File: config.mk
export PLATFORM = sky130hd
export DESIGN_NAME = chained_key_cipher_with_crc32_core
export DESIGN_NICKNAME = d
export VERILOG_FILES = /design/src/ckc_pkg.sv /design/src/ckc_front.sv /design/src/ckc_queue.sv /design/src/ckc_back.sv /design/src/chained_key_cipher_with_crc32_core.sv
export SDC_FILE = /design/constraint.sdc
export NUM_CORES = 1
export LEC_CHECK = 0
export BUFFER_PORTS_ARGS = -buffer_cell sky130_fd_sc_hd__buf_2
export CELL_PAD_IN_SITES_DETAIL_PLACEMENT = 0
export CELL_PAD_IN_SITES_GLOBAL_PLACEMENT = 2
export CORE_MARGIN = 10
export CORE_UTILIZATION = 30
export DETAILED_ROUTE_END_ITERATION = 7
export HOLD_SLACK_MARGIN = 0.12
export PLACE_DENSITY = 0.74
export REMOVE_ABC_BUFFERS = 1
export SETUP_SLACK_MARGIN = 0.2
export SLEW_MARGIN = 20
export SYNTH_ARGS = -nofsm -noshare
export SYNTH_HDL_FRONTEND = slang
export SYNTH_HIERARCHICAL = 1
export SYNTH_SLANG_ARGS = --single-unit
File: constraint.sdc
create_clock -name clk -period 5.02 [get_ports clk]
set_input_delay 1.004 -clock clk [delete_from_list [all_inputs] [get_ports clk]]
set_output_delay 1.004 -clock clk [all_outputs]
set_load 0.05 [all_outputs]
File: src/ckc_pkg.sv
`timescale 1ns / 1ps
// ----------------------------------------------------------------------------
// ckc_pkg
// Shared types and constants for the chained key cipher with CRC-32.
// ----------------------------------------------------------------------------
package ckc_pkg;

  localparam int CFG_IDX_W  = 3;
  localparam int CFG_DATA_W = 64;
  localparam int LEN_W      = 6;
  localparam int WORD_BYTES = 8;

  localparam logic [CFG_IDX_W-1:0] CFG_MODE       = 3'd0;
  localparam logic [CFG_IDX_W-1:0] CFG_KEY_LENGTH = 3'd1;
  localparam logic [CFG_IDX_W-1:0] CFG_KEY_WORD_0 = 3'd2;

  localparam logic [31:0] CRC_REFL_POLY = 32'hEDB88320;
  localparam logic [31:0] CRC_INIT      = 32'hFFFFFFFF;

  localparam logic MODE_DECRYPT = 1'b0;
  localparam logic MODE_ENCRYPT = 1'b1;

  typedef struct packed {
    logic [7:0] data;
    logic [7:0] key;
    logic       last;
  } ckc_entry_t;

  typedef struct packed {
    logic       valid;
    ckc_entry_t entry;
  } ckc_head_t;

endpackage

File: src/ckc_front.sv
`timescale 1ns / 1ps
// ----------------------------------------------------------------------------
// ckc_front
// Accepts input transactions, tracks the key position and attaches the key
// byte to each byte before it enters the queue.
// ----------------------------------------------------------------------------
module ckc_front #(
  parameter int KEY_BYTES = 32,
  parameter int POS_W     = 5
) (
  input  logic                              clk,
  input  logic                              rst_n,
  input  logic                              in_valid,
  output logic                              in_stall,
  input  logic [7:0]                        in_byte,
  input  logic                              in_last_byte,
  input  logic [ckc_pkg::LEN_W-1:0]         key_len,
  input  logic [KEY_BYTES-1:0][7:0]         key_bytes,
  input  logic                              q_full,
  output logic                              q_push,
  output ckc_pkg::ckc_entry_t               q_entry
);

  localparam logic [ckc_pkg::LEN_W-1:0] MAX_LEN = ckc_pkg::LEN_W'(KEY_BYTES);

  logic [POS_W-1:0]          key_pos_r, key_pos_nxt;
  logic [POS_W-1:0]          pos;
  logic [ckc_pkg::LEN_W-1:0] eff_len;
  logic [ckc_pkg::LEN_W-1:0] pos_inc;

  always_comb begin
    if (key_len == '0) begin
      eff_len = ckc_pkg::LEN_W'(1);
    end else if (key_len > MAX_LEN) begin
      eff_len = MAX_LEN;
    end else begin
      eff_len = key_len;
    end
    pos = (ckc_pkg::LEN_W'(key_pos_r) >= eff_len) ? '0 : key_pos_r;
    pos_inc = ckc_pkg::LEN_W'(pos) + ckc_pkg::LEN_W'(1);
    if (in_last_byte || pos_inc >= eff_len) begin
      key_pos_nxt = '0;
    end else begin
      key_pos_nxt = pos_inc[POS_W-1:0];
    end
  end

  assign in_stall      = q_full;
  assign q_push        = in_valid && !q_full;
  assign q_entry.data  = in_byte;
  assign q_entry.key   = key_bytes[pos];
  assign q_entry.last  = in_last_byte;

  always_ff @(posedge clk) begin
    if (!rst_n) begin
      key_pos_r <= '0;
    end else if (q_push) begin
      key_pos_r <= key_pos_nxt;
    end
  end

endmodule

File: src/ckc_queue.sv
`timescale 1ns / 1ps
// ----------------------------------------------------------------------------
// ckc_queue
// Two-entry queue between the front and the back.
// ----------------------------------------------------------------------------
module ckc_queue (
  input  logic                clk,
  input  logic                rst_n,
  input  logic                push,
  input  ckc_pkg::ckc_entry_t push_entry,
  output logic                full,
  input  logic                pop,
  output ckc_pkg::ckc_head_t  head
);

  ckc_pkg::ckc_entry_t mem_r [2];
  logic                wr_ptr_r;
  logic                rd_ptr_r;
  logic [1:0]          count_r;

  assign full       = (count_r == 2'd2);
  assign head.valid = (count_r != 2'd0);
  assign head.entry = mem_r[rd_ptr_r];

  always_ff @(posedge clk) begin
    if (push) begin
      mem_r[wr_ptr_r] <= push_entry;
    end
  end

  always_ff @(posedge clk) begin
    if (!rst_n) begin
      wr_ptr_r <= 1'b0;
      rd_ptr_r <= 1'b0;
      count_r  <= 2'd0;
    end else begin
      if (push) begin
        wr_ptr_r <= !wr_ptr_r;
      end
      if (pop) begin
        rd_ptr_r <= !rd_ptr_r;
      end
      if (push && !pop) begin
        count_r <= count_r + 2'd1;
      end else if (pop && !push) begin
        count_r <= count_r - 2'd1;
      end
    end
  end

endmodule

File: src/ckc_back.sv
`timescale 1ns / 1ps
// ----------------------------------------------------------------------------
// ckc_back
// Chained add or subtract, CRC-32 over the plaintext, and the output
// register of the result channel.
// ----------------------------------------------------------------------------
module ckc_back (
  input  logic               clk,
  input  logic               rst_n,
  input  logic               mode,
  input  ckc_pkg::ckc_head_t head,
  output logic               pop,
  output logic               out_valid,
  input  logic               out_stall,
  output logic [7:0]         out_byte,
  output logic [31:0]        out_plain_crc,
  output logic               out_end_mark
);

  function automatic logic [31:0] crc_step(input logic [31:0] crc, input logic [7:0] b);
    logic [31:0] c;
    c = crc ^ {24'd0, b};
    for (int j = 0; j < 8; j++) begin
      c = c[0] ? ((c >> 1) ^ ckc_pkg::CRC_REFL_POLY) : (c >> 1);
    end
    return c;
  endfunction

  logic [7:0]  prev_cipher_r, prev_cipher_nxt;
  logic [31:0] crc_r, crc_nxt;
  logic [7:0]  res, plain;
  logic        out_valid_r;
  logic [7:0]  out_byte_r;
  logic [31:0] out_crc_r;
  logic        out_end_r;

  assign pop = head.valid && (!out_valid_r || !out_stall);

  always_comb begin
    if (mode == ckc_pkg::MODE_ENCRYPT) begin
      res             = head.entry.data + head.entry.key + prev_cipher_r;
      plain           = head.entry.data;
      prev_cipher_nxt = res;
    end else begin
      res             = head.entry.data - head.entry.key - prev_cipher_r;
      plain           = res;
      prev_cipher_nxt = head.entry.data;
    end
    crc_nxt = crc_step(crc_r, plain);
  end

  always_ff @(posedge clk) begin
    if (!rst_n) begin
      prev_cipher_r <= '0;
      crc_r         <= ckc_pkg::CRC_INIT;
      out_valid_r   <= 1'b0;
    end else begin
      if (pop) begin
        out_valid_r <= 1'b1;
        if (head.entry.last) begin
          prev_cipher_r <= '0;
          crc_r         <= ckc_pkg::CRC_INIT;
        end else begin
          prev_cipher_r <= prev_cipher_nxt;
          crc_r         <= crc_nxt;
        end
      end else if (!out_stall) begin
        out_valid_r <= 1'b0;
      end
    end
  end

  always_ff @(posedge clk) begin
    if (pop) begin
      out_byte_r <= res;
      out_crc_r  <= head.entry.last ? ~crc_nxt : 32'd0;
      out_end_r  <= head.entry.last;
    end
  end

  assign out_valid     = out_valid_r;
  assign out_byte      = out_byte_r;
  assign out_plain_crc = out_crc_r;
  assign out_end_mark  = out_end_r;

endmodule

File: src/chained_key_cipher_with_crc32_core.sv
`timescale 1ns / 1ps
// ----------------------------------------------------------------------------
// chained_key_cipher_with_crc32_core
// Chained additive byte cipher with CRC-32 of the plaintext.
// ----------------------------------------------------------------------------
// Takes one byte per clock while in_stall is low and returns one result per
// byte, in order. A byte passes the front (key selection) into a two-entry
// queue and is then processed by the back stage, whose chained add and
// unrolled CRC-32 update are combinational ahead of the result register.
// Input stall rises only when the queue fills because the result channel
// is stalled. Registers are written through cfg_we/cfg_index/cfg_wdata
// and must only change while no transaction is in flight. The plaintext
// CRC is reported with the byte flagged last; that byte also clears the
// chaining state, key position and CRC for the next buffer.
module chained_key_cipher_with_crc32_core #(
  parameter int KEY_BYTES = 32
) (
  input  logic                               clk,
  input  logic                               rst_n,
  input  logic                               cfg_we,
  input  logic [ckc_pkg::CFG_IDX_W-1:0]      cfg_index,
  input  logic [ckc_pkg::CFG_DATA_W-1:0]     cfg_wdata,
  input  logic                               in_valid,
  output logic                               in_stall,
  input  logic [7:0]                         in_byte,
  input  logic                               in_last_byte,
  output logic                               out_valid,
  input  logic                               out_stall,
  output logic [7:0]                         out_byte,
  output logic [31:0]                        out_plain_crc,
  output logic                               out_end_mark
);

  localparam int POS_W = (KEY_BYTES > 1) ? $clog2(KEY_BYTES) : 1;

  logic                          mode_r;
  logic [ckc_pkg::LEN_W-1:0]     key_len_r;
  logic [KEY_BYTES-1:0][7:0]     key_r;

  logic                          q_push;
  logic                          q_full;
  logic                          q_pop;
  ckc_pkg::ckc_entry_t           q_entry;
  ckc_pkg::ckc_head_t            q_head;

  always_ff @(posedge clk) begin
    if (!rst_n) begin
      mode_r    <= ckc_pkg::MODE_DECRYPT;
      key_len_r <= ckc_pkg::LEN_W'(1);
    end else if (cfg_we) begin
      if (cfg_index == ckc_pkg::CFG_MODE) begin
        mode_r <= cfg_wdata[0];
      end
      if (cfg_index == ckc_pkg::CFG_KEY_LENGTH) begin
        key_len_r <= cfg_wdata[ckc_pkg::LEN_W-1:0];
      end
    end
  end

  for (genvar g = 0; g < KEY_BYTES; g++) begin : g_key
    localparam logic [ckc_pkg::CFG_IDX_W-1:0] WORD_IDX =
      ckc_pkg::CFG_IDX_W'(int'(ckc_pkg::CFG_KEY_WORD_0) + g / ckc_pkg::WORD_BYTES);
    localparam int LANE = g % ckc_pkg::WORD_BYTES;
    always_ff @(posedge clk) begin
      if (!rst_n) begin
        key_r[g] <= '0;
      end else if (cfg_we && cfg_index == WORD_IDX) begin
        key_r[g] <= cfg_wdata[LANE*8 +: 8];
      end
    end
  end

  ckc_front #(
    .KEY_BYTES (KEY_BYTES),
    .POS_W     (POS_W)
  ) u_front (
    .clk          (clk),
    .rst_n        (rst_n),
    .in_valid     (in_valid),
    .in_stall     (in_stall),
    .in_byte      (in_byte),
    .in_last_byte (in_last_byte),
    .key_len      (key_len_r),
    .key_bytes    (key_r),
    .q_full       (q_full),
    .q_push       (q_push),
    .q_entry      (q_entry)
  );

  ckc_queue u_queue (
    .clk        (clk),
    .rst_n      (rst_n),
    .push       (q_push),
    .push_entry (q_entry),
    .full       (q_full),
    .pop        (q_pop),
    .head       (q_head)
  );

  ckc_back u_back (
    .clk           (clk),
    .rst_n         (rst_n),
    .mode          (mode_r),
    .head          (q_head),
    .pop           (q_pop),
    .out_valid     (out_valid),
    .out_stall     (out_stall),
    .out_byte      (out_byte),
    .out_plain_crc (out_plain_crc),
    .out_end_mark  (out_end_mark)
  );

endmodule

[Word-level counts from Yosys, hierarchy flattened]
Memories as Yosys holds them, arrays and structs flattened. A register that Yosys moved wholly into a read port is not among the register bits.
Index checks and enable logic that the tools add are counted.
Word-level totals
  RAM bits: 34
  memories kept: 1
  memory bits (read-only): 0
  register bits: 354
  input bits: 81
  latch bits: 0
Cells by class
  shift-type cells: 0
  equality and inequality tests: 7
  $mul: 0
  reduce and logical (&&, ||, !) cells: 23
  bitwise operators: 10
  $add $sub $neg: 7
  multiplexer cells: 27
  div/mod/pow operators: 0
  $lt $le $gt $ge: 4
Memories
  u_queue.mem_r: words 2, bits a word 17, read ports 1, clocked after memory_dff 1, write ports 1, RTL line ckc_queue.sv:16  | ckc_pkg::ckc_entry_t mem_r [2];
Operators by type and width (number)
  $mux 32: 9
  $not 13->14: 8
  $bmux 8 s5: 1
  $mux 8: 5
  $not 32->32: 1
  $xor 32x8->32: 1
  $add 8x8->8: 2
  $sub 8x8->8: 2
  $mux 6: 2
  $mux 5: 2
  $logic_and 1x1->1: 8
  $logic_not 1->1: 7
  $add 5x1->6 const B: 1
  $eq 3x2->1 const B: 2
  $eq 3x3->1 const B: 2
  $ge 5x6->1: 1
  $ge 6x6->1: 1
  $gt 6x6->1 const B: 1
  $logic_not 6->1: 1
  $lt 5x6->1 const B: 1
  $mux 1: 6
  $mux 2: 2
  $reduce_and 2->1: 2
  $reduce_bool 2->1: 2
  7 further kinds: 8

[Longest topological paths before layout]
Gate-level depths: netlist of the first run.
  depth in word-level cells: 21
  gate-level depth with buffers: 18

[Modules after synthesis]
Netlist of the first run, hierarchy kept.
By module, submodules not included
  chained_key_cipher_with_crc32_core: area an instance 9611.7 µm², cells each 925, sequential area each 5265.0 µm², times used 1
  ckc_back: area an instance 4659.5 µm², cells each 445, sequential area each 2052.0 µm², times used 1
  ckc_front: area an instance 3061.7 µm², cells each 364, sequential area each 100.1 µm², times used 1
  ckc_queue: area an instance 1446.4 µm², cells each 75, sequential area each 1121.1 µm², times used 1

[Worst setup path before layout of the first run]
Ideal clock, no wire load.
  kind: register to register
  start: reg with a tool-made name
  end: reg u_back.out_crc_r[18], in the netlist u_back/out_plain_crc[18] (data pin)
  setup slack: 0.898 ns
  required time: 4.765 ns
  cell stages (with the launch flop): 15
  arrival time: 3.867 ns
  cells stage by stage: dfxtp_1 buf_2 buf_4 mux2_2 fa_1 ha_1 and2b_1 o21ai_0 or3b_1 a22oi_1 xnor2_1 xor2_1 xnor2_1 xnor2_1 and2_1
RTL lines
  to (signal assigned): RTL line ckc_back.sv:76  | out_crc_r <= head.entry.last ? ~crc_nxt : 32'd0;
  to (decl): RTL line ckc_back.sv:34  | logic [31:0] out_crc_r;

==> run_results.csv, run 1 <==
group,metric,value,unit
timing,hold_viol,0,
routing,drc,0,
logic_synthesis,synth_seq_cells,389,
clocking,cts_buffers,45,
logic_synthesis,post-synth-top-count-cell,"nand2_1",
power_and_ir_drop,power_frac_comb,54.1,%
floorplanning,start_util,30.4,%
logic_synthesis,syn_inst,1809,
floorplanning,pin_count,124,
finish,area_growth,13.7,%
logic_synthesis,yosysSeqAreaShare,45.5,%
placement,place_inst,2675,
floorplanning,rows,91,
global_route,grt_max_degree,108,
logic_synthesis,synth_simple_gate_area_share,12.8,%
routing,via_per_inst,4.80,
routing,drtPass1Iterations,5,
logic_synthesis,yosys.area.top_type,"dfxtp_1",
logic_synthesis,ys_warn_count,6,
logic_synthesis,yosysTopAreaCellShare,33.5,%
placement,place_hpwl,34.6,mm
floorplanning,die_h,270,µm
power_and_ir_drop,p_seq_share,26.1,%
logic_synthesis,synthFlopType,"dfxtp_1",
routing,dr.first_iter.drc_count,778,
timing,period_share,89.1,%
hold_path,hold_class,"reg -> reg",
clocking,ctsHoldBuffers,0,
routing,vias,13224,
clocking,clkSlewWorstSetupHoldPaths,60,ps
clocking,cts_setup_buffers,0,
clocking,insertion_delay,590,ps
timing,maxSlewViolCount,0,
global_route,antenna_found_initial,1,
run_status,outcome,"finished, final reports clean",
routing,routedWlPerCell,19.3,µm
critical_path,startpoint_type,"register",
global_route,grt_pass1_wl,81.5,mm
finish,nets,2009,
finish,design_area,0.0214,mm²
logic_synthesis,ys_top_cells_by_area,"dfxtp_1, mux2i_1, edfxtp_1",
finish,fin_util,34.5,%
global_route,gr-total-overflow,0,
timing,period_needed,4470,ps
timing,tightest_slew,941,ps
critical_path,criticalPathCategory,"reg -> reg",
clocking,numClockSinks,389,
power_and_ir_drop,peakVddDrop,0.806,mV
finish,antenna_cells,0,
timing,clock_skew,35.4,ps
logic_synthesis,synth_compound_area_share,6.84,%
logic_synthesis,synth_top_family_by_area,"multiplexers",
logic_synthesis,synth-edff-count,75,
critical_path,crit_path_end_kind,"register",
power_and_ir_drop,power_density,734,mW/mm²
power_and_ir_drop,total_power,15700,µW
logic_synthesis,ys_types,78,
timing,slew_headroom,37.2,%
logic_synthesis,muxShareOfSynthArea,21.9,%
run,cap_violations,0,
power_and_ir_drop,switching_share,41.1,%
clocking,cts-root-buf,"clkbuf_16",
critical_path,crit_arrival,4810,ps
logic_synthesis,syn_avg_cell_area,10.4,µm²
logic_synthesis,syn_area,0.0188,mm²
floorplanning,dieArea,0.0730,mm²
floorplanning,dieWidth,270,µm
floorplanning,core_area,0.0618,mm²
timing,max_freq,223,MHz
logic_synthesis,ys_top_cells_by_count,"nand2_1, dfxtp_1, mux2i_1",
placement,placed_cell_area,0.0200,mm²
logic_synthesis,synth-adder-area-share,3.46,%
timing,setup_viol,0,
global_route,grt_use_total,14.1,%
critical_path,required,5350,ps
logic_synthesis,synth-async-reset-ratio,0,%
power_and_ir_drop,p_int,9230,µW
power_and_ir_drop,p_leak,0.00895,µW
clocking,cts_buffer_depth,3,
routing,ant_nets,0,
power_and_ir_drop,clock_power_share,19.7,%
logic_synthesis,synthXorXnorAreaFrac,4.64,%
finish,final_cells,2753,
placement,gp_congestion,0.791,
clocking,cts.htree.levels,2,
placement,portBuffers,123,
clocking,cts_resized,0,
timing,fin_setup_tns,0,ps
critical_path,path_max_fanout,7,
power_and_ir_drop,p_sw,6440,µW
global_route,grt_pass1_vias,13574,
routing,routed_wl,53.0,mm
clocking,cts_tree,"yes",
finish,drive_gt1_share,16.4,%
timing,rsz0062_at_grt,"no",
## cell families (layout without fill, tap and decap cells)
logic type	Yosys count	in the layout
xor+xnor	88	88
flops	389	389
compound gates	195	195
mux	367	367
fa+ha+maj	43	43
simple gates	566	566
buf+inv	161	268
## placed cells by master (no fill, tap or decap), types with 6 or more instances in the layout
cell	instances
clkbuf_1	12
o22a_1	7
mux2i_1	287
a31oi_1	9
mux4_1	7
buf_4	28
clkinv_2	6
and2_1	33
nor2b_1	9
a221o_1	7
nor3_1	11
edfxtp_1	75
dfxtp_1	311
xnor2_1	48
o21ai_0	18
o32a_1	7
nand2_1	396
inv_1	32
buf_2	122
a211oi_1	10
a22oi_1	9
ha_1	28
mux2_2	51
o22ai_1	35
nand2b_1	9
nor2_1	66
nand3_1	16
a21oi_1	52
fa_1	15
xor2_1	31
o21a_1	9
mux4_2	19
clkbuf_16	45
## stage by stage
step	hold slack [ps]	setup WS [ps]
global placement	438	440
CTS	455	364
detailed placement	445	375
finish	455	546
global route	468	278
floorplan	430	-1530
## sequential cells by signal (all words and copies together), names as in the netlist, named ones only
signal	flops
key_r	256
u_queue/mem_r	34
u_back/crc_r	32
u_back/out_plain_crc	32
u_back/out_byte	8
u_back/prev_cipher_r	8
key_len_r	6
u_front/key_pos_r	5
u_queue/count_r	2
mode_r	1
u_back/out_end_mark	1
u_back/out_valid	1
u_queue/rd_ptr_r	1
u_queue/wr_ptr_r	1
## final timing paths
path / start / to / slack (ps) / cells after the start
worst min-delay path: key_r[58] / key_r[58] / 450 / 2
worst min register to register: key_r[58] / key_r[58] / 450 / 2
worst max-delay path: register / u_back/out_plain_crc[19] / 550 / 13
worst max register to register: register / u_back/out_plain_crc[19] / 550 / 13
## per-layer routing
metal	GRT usage [%]	vias to the layer above	share of wire [%]	wire [µm]
met1	18.5	6503	47	24900
li1	-	6405	-	-
met3	2.48	64	4.2	2230
met4	3.68	0	1.9	995
met5	0	-	0	0
met2	23.5	252	47	24900
## final cells by class
class | count | area [µm²]
flip-flops and latches | 389 | 8540
repair buffers | 154 | 896
fillers | 6308 | 40500
clock inverters | 17 | 149
well taps | 837 | 1050
inverters | 36 | 135
multi-input cells | 1259 | 9360
clock buffers | 61 | 1230
## critical path, cell delays in order (launching register included)
cell	delay, ps
dfxtp_1	460
buf_4	220
mux2_2	370
fa_1	540
ha_1	370
and2b_1	210
o2111ai_1	320
and4_1	260
o21ai_1	90
a211oi_2	460
buf_4	250
xnor3_1	370
xnor2_1	160
and2_1	160
## power by group through the flow
stage               Combinational, µW  Sequential (µW)  Clock [µW]
global route                     9340             4130        3310
global placement                 8410             4170           0
CTS                              8540             4110        3210
floorplan                        5980             4800           0
finish                           8480             4100        3100
detailed placement               8500             4170           0
(Power assumes the default switching activity.)
==> run 2: changes to the inputs <==
CTS_BUF_LIST = sky130_fd_sc_hd__clkbuf_8   (was unset)
==> run 2 against run 1 <==
Net effect: fmax down 0.70%; sequential share of layout area down 0.087 points; register-to-register slack worse by 30 ps; global-route usage up 0.13 points; cell area up 0.22%; clock-buffer cell count up 26; flip-flop and latch count unchanged; hold slack about the same; routed wire length up 0.29%; clock skew down 3.1 ps; sequential power about the same; clock power down 3%; critical path type unchanged.
==> run_results.csv, run 2 (synthesis results as in run 1) <==
group,metric,value,unit
run_status,outcome,"finished, final reports clean",
critical_path,critPathSlowestCell,"fa_1",
timing,clock_skew,32.3,ps
global_route,grt_use_total,14.2,%
critical_path,required,5430,ps
routing,dr.first_iter.drc_count,765,
clocking,cts_buffer_depth,3,
floorplanning,core_area,0.0618,mm²
timing,period_needed,4510,ps
critical_path,critPathTopFamily,"XOR/XNOR gates",
timing,fin_setup_tns,0,ps
finish,drive_gt1_share,17.9,%
clocking,clkSlewWorstSetupHoldPaths,60,ps
power_and_ir_drop,switching_share,41.4,%
power_and_ir_drop,peakVddDrop,0.748,mV
power_and_ir_drop,total_power,15600,µW
power_and_ir_drop,power_density,728,mW/mm²
critical_path,crit_chain,"buf_4 > mux2_2 > fa_1 > ha_1 > and2b_1 > o21ai_0 > or3b_1 > a22oi_1 > xnor2_1 > xnor2_1 > xor3_2 > xnor2_1 > and2_1",
timing,max_freq,222,MHz
clocking,ctsHoldBuffers,0,
clocking,cts_buffers,70,
global_route,grt_pass1_vias,13849,
finish,final_common_cell,"nand2_1",
placement,gp_congestion,0.791,
finish,final_cell_mix,"nand2_1, dfxtp_1, mux2i_1",
floorplanning,rows,91,
clocking,insertion_delay,660,ps
power_and_ir_drop,p_int,9130,µW
floorplanning,start_util,30.4,%
routing,routedWlPerCell,19.0,µm
clocking,numClockSinks,389,
power_and_ir_drop,clock_power_share,19.3,%
global_route,antenna_found_initial,0,
global_route,grt_max_degree,108,
hold_path,hold_class,"reg -> reg",
timing,hold_viol,0,
timing,slew_headroom,37.7,%
placement,portBuffers,123,
timing,maxSlewViolCount,0,
finish,top_register,"key_r",
floorplanning,die_h,270,µm
finish,antenna_cells,0,
finish,area_growth,14.0,%
routing,ant_nets,0,
routing,routed_wl,53.2,mm
clocking,cts_tree,"yes",
critical_path,crit_arrival,4910,ps
timing,setup_viol,0,
run,cap_violations,0,
routing,drc,0,
critical_path,crit_path_end_kind,"register",
placement,place_hpwl,34.6,mm
power_and_ir_drop,p_seq_share,26.3,%
global_route,gr-total-overflow,0,
power_and_ir_drop,p_leak,0.00911,µW
timing,tightest_slew,934,ps
clocking,cts.htree.levels,3,
finish,reg_top3,"key_r (256), u_queue/mem_r (34)",
floorplanning,dieArea,0.0730,mm²
timing,period_share,89.8,%
critical_path,critPathBufInv,1,
critical_path,path_common_cell,"xnor2_1",
finish,nets,2034,
critical_path,path_max_fanout,7,
critical_path,startpoint_type,"register",
power_and_ir_drop,p_sw,6450,µW
routing,drtPass1Iterations,7,
routing,vias,13413,
critical_path,criticalPathCategory,"reg -> reg",
timing,rsz0062_at_grt,"no",
critical_path,crit_path_max_incr_delay,540,ps
floorplanning,dieWidth,270,µm
routing,via_per_inst,4.79,
power_and_ir_drop,power_frac_comb,54.4,%
floorplanning,pin_count,124,
global_route,grt_pass1_wl,81.7,mm
clocking,cts-root-buf,"clkbuf_8",
finish,largest_reg_flops,256,
-- run 2: stage by stage --
step           setup slack [ps]  std cells  utilization (%)  hold slack [ps]  area [µm²]
6_report                    514       2803             34.6              455       21400
3_3_place_gp                440       2675             32.3              438       20000
4_1_cts                     392       2803             34.6              455       21400
3_5_place_dp                375       2675             32.3              445       20000
2_1_floorplan             -1530       1684                -              430       18000
5_1_grt                     292       2803             34.6              468       21400
-- run 2: timing repair --
action / in CTS / in global routing
endpoints found under the setup margin: 0 / 3
resized for setup: 0 / 1
setup buffers: 0 / 0
endpoints found under the hold margin: 0 / 0
-- run 2: layout make-up --
type	count	area (µm²)
Fill cell	6324	40400
Sequential cell	389	8540
Clock inverter	41	224
Multi-Input combinational cell	1259	9360
Clock buffer	87	1200
Tap cell	837	1050
Inverter	36	135
Timing Repair Buffer	154	896
-- run 2: worst reg2reg max path, stage by stage (launching register included) --
cell and delay [ps]:
dfxtp_1 450, buf_4 220, mux2_2 370, fa_1 540
ha_1 370, and2b_1 210, o21ai_0 140, or3b_1 380
a22oi_1 260, xnor2_1 390, xnor2_1 240, xor3_2 380
xnor2_1 180, and2_1 160
-- run 2: routing by layer --
layer / routed length (µm) / GRT usage (%) / up-vias
li1: - / - / 6472
met1: 24500 / 18.2 / 6547
met2: 24600 / 23.4 / 295
met3: 2610 / 3.37 / 99
met4: 1440 / 4.26 / 0
met5: 0 / 0 / -
-- run 2: path summary, 6_finish.rpt --
path / startpoint / end / slack [ps] / cells past startpoint
max: register / u_back/out_plain_crc[26] / 510 / 13
min: key_r[58] / key_r[58] / 450 / 2
max reg2reg: register / u_back/out_plain_crc[26] / 510 / 13
min reg2reg: key_r[58] / key_r[58] / 450 / 2
-- run 2: power by group through the flow --
stage / Clock (µW) / Sequential [µW] / Combinational, µW
2_1_floorplan: 0 / 4800 / 5980
3_3_place_gp: 0 / 4170 / 8410
3_5_place_dp: 0 / 4170 / 8500
4_1_cts: 3120 / 4110 / 8530
5_1_grt: 3240 / 4130 / 9330
6_report: 3010 / 4100 / 8480
==> run 3: changes to the inputs <==
PLACE_DENSITY = 0.61   (was 0.74)
==> run 3 against run 2 <==
Net effect: fmax increased by 1.5%; total power increased by 0.39%; cell count about the same; hold slack got worse by 1.6 ps; utilization about the same; die area unchanged; sequential power about the same; via count decreased by 0.98%; critical path type unchanged; largest cell class unchanged; largest power group unchanged.
==> run_results.csv, run 3 (synthesis results as in run 1) <==
group,metric,value,unit
run_status,outcome,"finished, final reports clean",
routing,routed_wl,56.2,mm
routing,drc,0,
timing,period_needed,4440,ps
finish,seq_area,0.00854,mm²
global_route,antenna_found_initial,1,
floorplanning,dieWidth,270,µm
finish,final_common_cell,"nand2_1",
clocking,insertion_delay,670,ps
placement,gp_congestion,0.780,
finish,final_cells,2805,
power_and_ir_drop,p_leak,0.00912,µW
routing,via_per_inst,4.73,
critical_path,crit_path_end_kind,"register",
clocking,cts_resized,0,
clocking,cts_buffer_depth,3,
clocking,ctsHoldBuffers,0,
floorplanning,rows,91,
placement,place_hpwl,35.8,mm
finish,final_cell_mix,"nand2_1, dfxtp_1, mux2i_1",
critical_path,required,5430,ps
critical_path,startpoint_type,"register",
global_route,grt_busiest_layer,"met2",
global_route,use_met3,3.12,%
floorplanning,core_area,0.0618,mm²
finish,drive_gt1_share,17.5,%
finish,area_growth,13.9,%
finish,top_register,"key_r",
power_and_ir_drop,peakVddDrop,0.784,mV
clocking,cts.htree.levels,3,
floorplanning,start_util,30.4,%
finish,reg_top3,"key_r (256), u_queue/mem_r (34)",
clocking,cts-root-buf,"clkbuf_8",
routing,vias,13281,
clocking,numClockSinks,389,
routing,ant_nets,0,
global_route,grt_pass1_wl,86.3,mm
placement,place_inst,2675,
hold_path,hold_class,"reg -> reg",
clocking,cts_buffers,73,
global_route,gr-total-overflow,0,
global_route,use_met2,25.4,%
floorplanning,die_h,270,µm
routing,routedWlPerCell,20.0,µm
placement,portBuffers,123,
finish,nets,2038,
finish,largest_reg_flops,256,
timing,tightest_slew,1010,ps
timing,fin_setup_tns,0,ps
timing,slew_headroom,32.7,%
timing,maxSlewViolCount,0,
routing,dr.first_iter.drc_count,825,
critical_path,crit_path_max_incr_delay,510,ps
power_and_ir_drop,total_power,15600,µW
power_and_ir_drop,power_density,731,mW/mm²
timing,clock_skew,38.1,ps
critical_path,critPathSlowestCell,"xor2_1",
run,cap_violations,0,
clocking,cts_setup_buffers,0,
global_route,grt_use_total,15.1,%
floorplanning,pin_count,124,
global_route,grt_max_degree,112,
clocking,cts_tree,"yes",
finish,fill_cells,6266,
global_route,grt_pass1_vias,14021,
critical_path,crit_arrival,4850,ps
routing,drtPass1Iterations,5,
finish,antenna_cells,0,
clocking,clkSlewWorstSetupHoldPaths,60,ps
timing,rsz0062_at_grt,"no",
timing,max_freq,225,MHz
timing,hold_viol,0,
timing,setup_viol,0,
floorplanning,dieArea,0.0730,mm²
critical_path,crit_chain,"buf_4 > mux2_2 > fa_1 > inv_1 > fa_1 > and2b_1 > o21ai_0 > or3b_1 > a22oi_1 > xnor2_1 > xor2_1 > xnor2_1 > xor2_1 > nor2_1",
timing,period_share,88.4,%
critical_path,path_max_fanout,8,
global_route,grtUsageMet1,19.5,%
finish,multi_input_area,0.00935,mm²
critical_path,criticalPathCategory,"reg -> reg",
## run 3: cell count changes in the layout (fill, tap and decap cells not counted), sizes merged
cell / before / now
clkbuf: 87 / 79
inv: 62 / 70
clkinvlp: 1 / 2
clkinv: 13 / 12
bufinv: 1 / 2
buf: 154 / 155
## run 3: final cells by class
type	instances	share of cell area, %
multi-input combinational	1259	43.7
inverter	36	0.632
timing repair buffer	155	4.34
clock inverter	50	1.39
sequential	389	39.9
clock buffer	79	5.08
tap	837	4.90
## run 3: report_power, final
| part | switching [µW] | total (µW) | internal [µW] |
|---|---|---|---|
| Sequential | 139 | 4100 | 3960 |
| Clock | 1410 | 2980 | 1560 |
| Combinational | 5030 | 8570 | 3540 |
| Total | 6580 | 15600 | 9060 |
## run 3: metal layers
layer | wire, µm | up-vias
met1 | 25800 | 6442
met2 | 26700 | 260
met3 | 2510 | 84
li1 | - | 6495
met4 | 1090 | 0
met5 | 0 | -
## run 3: worst max-delay path: cells and delay by family (launching register included)
family / cells / cell delay (ps)
and+or+nand+nor: 3 / 660
adders and majority gates: 2 / 630
muxes: 1 / 400
DFF: 1 / 420
buffers and inverters: 2 / 300
AOI/OAI and AO/OA: 2 / 460
xor gates and xnor gates: 4 / 1350
## run 3: through the flow
stage	cell area (µm²)	util (%)	hold WS (ps)	worst slack, ps
after floorplan	18000	-	430	-1530
after global placement	20000	32.3	438	549
after detailed placement	20000	32.3	447	524
after CTS	21400	34.6	457	542
after global routing	21400	34.6	467	290
final	21400	34.6	453	583
## run 3: path summary, 6_finish.rpt
| kind | startpoint | endpoint | slack, ps | depth (start not counted) |
|---|---|---|---|---|
| setup / recovery | register | u_back/out_plain_crc[24] | 580 | 14 |
| hold / removal | key_r[49] | key_r[49] | 450 | 2 |
| setup reg to reg | register | u_back/out_plain_crc[24] | 580 | 14 |
| hold reg to reg | key_r[49] | key_r[49] | 450 | 2 |
